## config.mk

```make
export PLATFORM = sky130hd
export DESIGN_NAME = trl_div
export DESIGN_NICKNAME = d
export VERILOG_FILES = /design/src/rtl/core/trl_pkg.sv /design/src/rtl/core/trl_div.sv
export SDC_FILE = /design/constraint.sdc
export NUM_CORES = 1
export LEC_CHECK = 0
export ABC_AREA = 1
export BUFFER_PORTS_ARGS = -buffer_cell sky130_fd_sc_hd__buf_2
export CAP_MARGIN = 20
export CORE_MARGIN = 2
export CORE_UTILIZATION = 55
export CTS_BUF_LIST = sky130_fd_sc_hd__clkbuf_4
export CTS_CLUSTER_DIAMETER = 150
export DETAILED_ROUTE_END_ITERATION = 8
export GPL_ROUTABILITY_DRIVEN = 0
export PLACE_DENSITY_LB_ADDON = 0.3
export SLEW_MARGIN = 20
export SYNTH_ARGS = -nofsm -noshare
export SYNTH_HDL_FRONTEND = slang
export SYNTH_SLANG_ARGS = --single-unit
```

## constraint.sdc

```tcl
create_clock -name aclk -period 4.1 [get_ports aclk]
set_clock_uncertainty 0.05 [all_clocks]
set_input_delay 0.205 -clock aclk [delete_from_list [all_inputs] [get_ports aclk]]
set_output_delay 0.205 -clock aclk [all_outputs]
set_load 0.05 [all_outputs]
```

## src/rtl/core/trl_pkg.sv

```systemverilog
// ----------------------------------------------------------------------------
// trl_pkg: shared definitions for the table-to-grid linear resampler
// Field widths, register indexes, status codes and divider handshake types.
// ----------------------------------------------------------------------------
package trl_pkg;

    localparam int DEFAULT_TABLE_DEPTH = 1024;

    localparam int S_TDATA_W  = 80;
    localparam int S_TUSER_W  = 2;
    localparam int M_TDATA_W  = 32;
    localparam int M_TUSER_W  = 2;
    localparam int CFG_IDX_W  = 2;
    localparam int CFG_DATA_W = 32;

    localparam logic [CFG_IDX_W-1:0] REG_GRID_STEP       = 2'd0;
    localparam logic [CFG_IDX_W-1:0] REG_GRID_CELLS      = 2'd1;
    localparam logic [CFG_IDX_W-1:0] REG_SAMPLE_AT_CELLS = 2'd2;
    localparam logic [CFG_IDX_W-1:0] REG_THRESHOLD       = 2'd3;

    localparam logic [31:0] GRID_STEP_RST  = 32'd65536;
    localparam logic [15:0] GRID_CELLS_RST = 16'd500;

    localparam logic MODE_LOAD  = 1'b0;
    localparam logic MODE_QUERY = 1'b1;

    localparam logic [1:0] STATUS_OK    = 2'd0;
    localparam logic [1:0] STATUS_BELOW = 2'd1;
    localparam logic [1:0] STATUS_PAST  = 2'd2;
    localparam logic [1:0] STATUS_BAD   = 2'd3;

    localparam int DIV_W     = 33;
    localparam int DIV_CNT_W = 6;
    localparam logic [DIV_CNT_W-1:0] DIV_LAST_STEP = 6'd32;

    typedef struct packed {
        logic             start;
        logic [DIV_W-1:0] divisor;
        logic [DIV_W-1:0] rem_init;
        logic [DIV_W-1:0] dividend;
    } div_req_t;

    typedef struct packed {
        logic             done;
        logic [DIV_W-1:0] quotient;
    } div_rsp_t;

endpackage

```

## src/rtl/core/trl_div.sv

```systemverilog
// ----------------------------------------------------------------------------
// trl_div: iterative restoring divider
// One quotient bit per cycle; remainder is preloaded below the divisor.
// ----------------------------------------------------------------------------
module trl_div
    import trl_pkg::*;
(
    input  logic     aclk,
    input  logic     aresetn,
    input  div_req_t req,
    output div_rsp_t rsp
);

    logic [DIV_W-1:0]     rem_reg, rem_next;
    logic [DIV_W-1:0]     quo_reg, quo_next;
    logic [DIV_W-1:0]     dsr_reg, dsr_next;
    logic [DIV_CNT_W-1:0] cnt_reg, cnt_next;
    logic                 busy_reg, busy_next;
    logic                 done_reg, done_next;
    logic [DIV_W:0]       trial;

    always_comb begin
        trial     = {rem_reg, quo_reg[DIV_W-1]} - {1'b0, dsr_reg};
        rem_next  = rem_reg;
        quo_next  = quo_reg;
        dsr_next  = dsr_reg;
        cnt_next  = cnt_reg;
        busy_next = busy_reg;
        done_next = 1'b0;
        if (req.start) begin
            rem_next  = req.rem_init;
            quo_next  = req.dividend;
            dsr_next  = req.divisor;
            cnt_next  = '0;
            busy_next = 1'b1;
        end else if (busy_reg) begin
            if (!trial[DIV_W]) begin
                rem_next = trial[DIV_W-1:0];
                quo_next = {quo_reg[DIV_W-2:0], 1'b1};
            end else begin
                rem_next = {rem_reg[DIV_W-2:0], quo_reg[DIV_W-1]};
                quo_next = {quo_reg[DIV_W-2:0], 1'b0};
            end
            cnt_next = cnt_reg + 1'b1;
            if (cnt_reg == DIV_LAST_STEP) begin
                busy_next = 1'b0;
                done_next = 1'b1;
            end
        end
    end

    always_ff @(posedge aclk) begin
        if (!aresetn) begin
            busy_reg <= 1'b0;
            done_reg <= 1'b0;
            cnt_reg  <= '0;
        end else begin
            busy_reg <= busy_next;
            done_reg <= done_next;
            cnt_reg  <= cnt_next;
        end
        rem_reg <= rem_next;
        quo_reg <= quo_next;
        dsr_reg <= dsr_next;
    end

    assign rsp.done     = done_reg;
    assign rsp.quotient = quo_reg;

endmodule

```

==> reports/metrics.csv <==
metric,value,unit
Ports,136,
root buffer cell,clkbuf_4,
Inserted Clock Buffers,9,
wire length on met3,1.635,mm
# DRC,0,
post-route ant nets,0,
maximum VDD drop,323.1,µV
Placed Instances,1349,
Crit path max-delay family,simple AND/OR/NAND/NOR gates,
crit path capture type,flip-flop,
routed wire length,20.21,mm
"slowest stage delay, CP",0.46,ns
Starting Density,55.97,%
critical path class,reg -> reg,
Period minus WS final,2.726,ns
H-tree Lvls,3,
Synth Warn #,0,
HP Class,in -> reg,
startpoint types,flip-flop,
fin cells,1463,
Synth area leader,edfxtp_1,
max layer used,met4,
Area Overhead vs Synth,23.86,%
#FFs+latches synth,107,
GRT Total Usage,27.91,%
first-pass GRT wire length,32.71,mm
DRT met1 WL,8.566,mm
fin worst setup slack,1.374,ns
WP data arrival,2.93,ns
crit share post-route,66.50,%
Synth cell types,36,
Hold EP,quo_reg[0]$_DFFE_PP_,
Final HPWL DP,13.67,mm
row count,43,
number of global-route vias before repair,7052,
First-pass DRT Iterations,5,
diode count,0,
Port Buf Inserts,135,
initial antenna violation count,0,
Final setup violation count,0,
CP Max Fanout,34,
"Async S/R FF share, synth",0,%
Reg2Reg Launch Point,rem_reg[15]$_DFFE_PP_,
die area,15040,µm²
CP max-delay cell,edfxtp_1,
Final Hold Viols,0,
largest net degree at the start of global routing,101,
Pwr Total,4.154,mW
Die Ht,122.6,µm
Worst EP required,4.31,ns
wire per inst,13.81,µm
Syn Std Cell Area,7739,µm²
via count,7341,
nets,1416,
slew of the pin with the lowest slew margin,1.084,ns
cell count of the worst reg-to-reg path,12,
syn_nets,1197,
pwr dens,433.3,nW/µm²
share of layout cells above drive strength 1,15.67,%
clock slew at reported path FFs,0.19,ns
Max Cap Violations,0,
Gate Count Post-Synth,1059,
Max Freq,0.3668,GHz
Slew Limit Fails,0,
Starting DRT DRC Count,509,
P_leak,5.159,nW
grt total ovfl,0,
number of flops mapped to enable cells by yosys,99,
CTS Sinks,107,
R2R Setup Slk,1.37,ns
Crit path buffers/inverters,1,
hold path depth,3,
Synth area leaders,"edfxtp_1 (38%), nand2_1 (21%), inv_1 (9.7%)",
Clock Latency Late Sink,0.51,ns
Slew Limit Headroom,27.73,%
Reg-to-Reg End,rem_reg[32]$_DFFE_PP_,
Yosys top cell area share,38.42,%
status,completed,
Hold Slack,0.04244,ns
register area share after synthesis,40.49,%
Core Box Area,13830,µm²
TNS Setup,0,ns
vias per std cell,5.018,
RSZ-0062 raised after global routing,no,
DP Worst Slack,1.424,ns
min-delay src,req[0],
metal2 WL,9.630,mm
syn avg cell area,7.308,µm²
CP dominant cell by count,nand2_1,
Post-CTS Setup Inserts,0,
maximum root-to-sink buffer count,2,
CTS tree,built,
CP Cell Sequence,ha_1 -> nand2_1 -> nor2_1 -> nand2_1 -> inv_1 -> nand2_2 -> nand2_4 -> nand2_4 -> nand3_4 -> nand3_1 -> nand3_1 -> nand2_1,
die width,122.6,µm
prevailing post-synth register cell,edfxtp_1,
Filler Cell Count,1075,
cell type report:
type / instances / area, µm² / share of cell area [%]
Clock buffer: 10 / 75.07 / 0.7832
Clock inverter: 6 / 70.07 / 0.7310
Inverter: 200 / 750.7 / 7.832
Multi-Input combinational cell: 724 / 3650 / 38.08
Sequential cell: 107 / 3133 / 32.68
Tap cell: 180 / 225.2 / 2.350
Timing Repair Buffer: 236 / 1682 / 17.54
tightest hold or removal path: stages:
cell and delay, ns:
buf_2 0.10, nor2_1 0.09, a31oi_1 0.06
where the power goes:
group	internal, mW	switching (mW)
registers	1.38	0.0816
logic	0.747	1.36
clock network	0.200	0.383
cells by family (layout without fill, tap and decap cells):
logic type               Yosys count  after routing  synth area share [%]
AO/OA/AOI/OAI                     35             35                 2.458
AND/OR/NAND/NOR                  638            638                 37.06
XOR/XNOR                          15             15                 1.698
buffers and inverters            228            452                 12.38
flip-flops                       107            107                 40.48
adder cells (fa/ha/maj)           36             36                 5.918
placed cells by master, fill, tap and decap left out, types with 4 or more instances in the layout:
master,Yosys,layout
nand3_2,32,32
nor2_1,47,47
nor3_1,7,7
xnor2_1,14,14
dfxtp_1,8,8
buf_4,9,4
inv_1,199,199
nand3b_1,10,10
nand4_1,6,6
edfxtp_1,99,99
nand2_1,429,428
clkbuf_4,0,10
buf_2,1,134
nand2_4,5,5
dlygate4sd3_1,0,98
and2_1,5,5
nand3_1,87,87
a21oi_1,25,25
ha_1,35,35
worst max path at each step:
stage / from / endpoint / slack [ns] / cells past startpoint
after global routing: rem_reg[25]$_DFFE_PP_ / rem_reg[12]$_DFFE_PP_ / 1.13 / 10
after floorplan: quo_reg[32]$_DFFE_PP_ / rem_reg[32]$_DFFE_PP_ / 1.50 / 17
after global placement: rem_reg[25]$_DFFE_PP_ / rem_reg[20]$_DFFE_PP_ / 1.51 / 10
final: rem_reg[15]$_DFFE_PP_ / rem_reg[32]$_DFFE_PP_ / 1.37 / 12
after CTS: rem_reg[25]$_DFFE_PP_ / rem_reg[32]$_DFFE_PP_ / 1.42 / 10
after detailed placement: rem_reg[25]$_DFFE_PP_ / rem_reg[0]$_DFFE_PP_ / 1.42 / 11
repair_timing:
action | 4_1_cts | 5_1_grt
endpoints found under the setup margin | 0 | 0
resized for setup | 0 | 0
hold endpoints to repair | 102 | 0
hold buffers | 98 | 0
metal layers:
| metal | track usage, % | vias up |
|---|---|---|
| met3 | 6.273 | 37 |
| met2 | 47.99 | 301 |
| met5 | 0 | - |
| li1 | - | 3742 |
| met1 | 35.42 | 3261 |
| met4 | 7.615 | 0 |
synth_stat cells, types with 2 or more instances:
| master | number |
|---|---|
| nor2_1 | 47 |
| o21ai_0 | 3 |
| and2_1 | 5 |
| nand2_1 | 429 |
| clkbuf_1 | 9 |
| nand3_2 | 32 |
| buf_6 | 6 |
| o21bai_1 | 2 |
| edfxtp_1 | 99 |
| nand4_1 | 6 |
| dfxtp_1 | 8 |
| buf_4 | 9 |
| xnor2_1 | 14 |
| nor2_2 | 3 |
| nand2_2 | 2 |
| and3_1 | 2 |
| a21oi_1 | 25 |
| nand2_4 | 5 |
| nand3_4 | 2 |
| nor3_1 | 7 |
| buf_8 | 2 |
| ha_1 | 35 |
| inv_1 | 199 |
| nand3b_1 | 10 |
| nand3_1 | 87 |
stage by stage:
| step | cell area, µm² | util [%] |
|---|---|---|
| 5_1_grt | 9585 | 69.32 |
| 3_3_place_gp | 8459 | 61.18 |
| 6_report | 9585 | 69.32 |
| 2_1_floorplan | 7739 | - |
| 4_1_cts | 9585 | 69.32 |
| 3_5_place_dp | 8459 | 61.18 |
(Power assumes the default switching activity.)
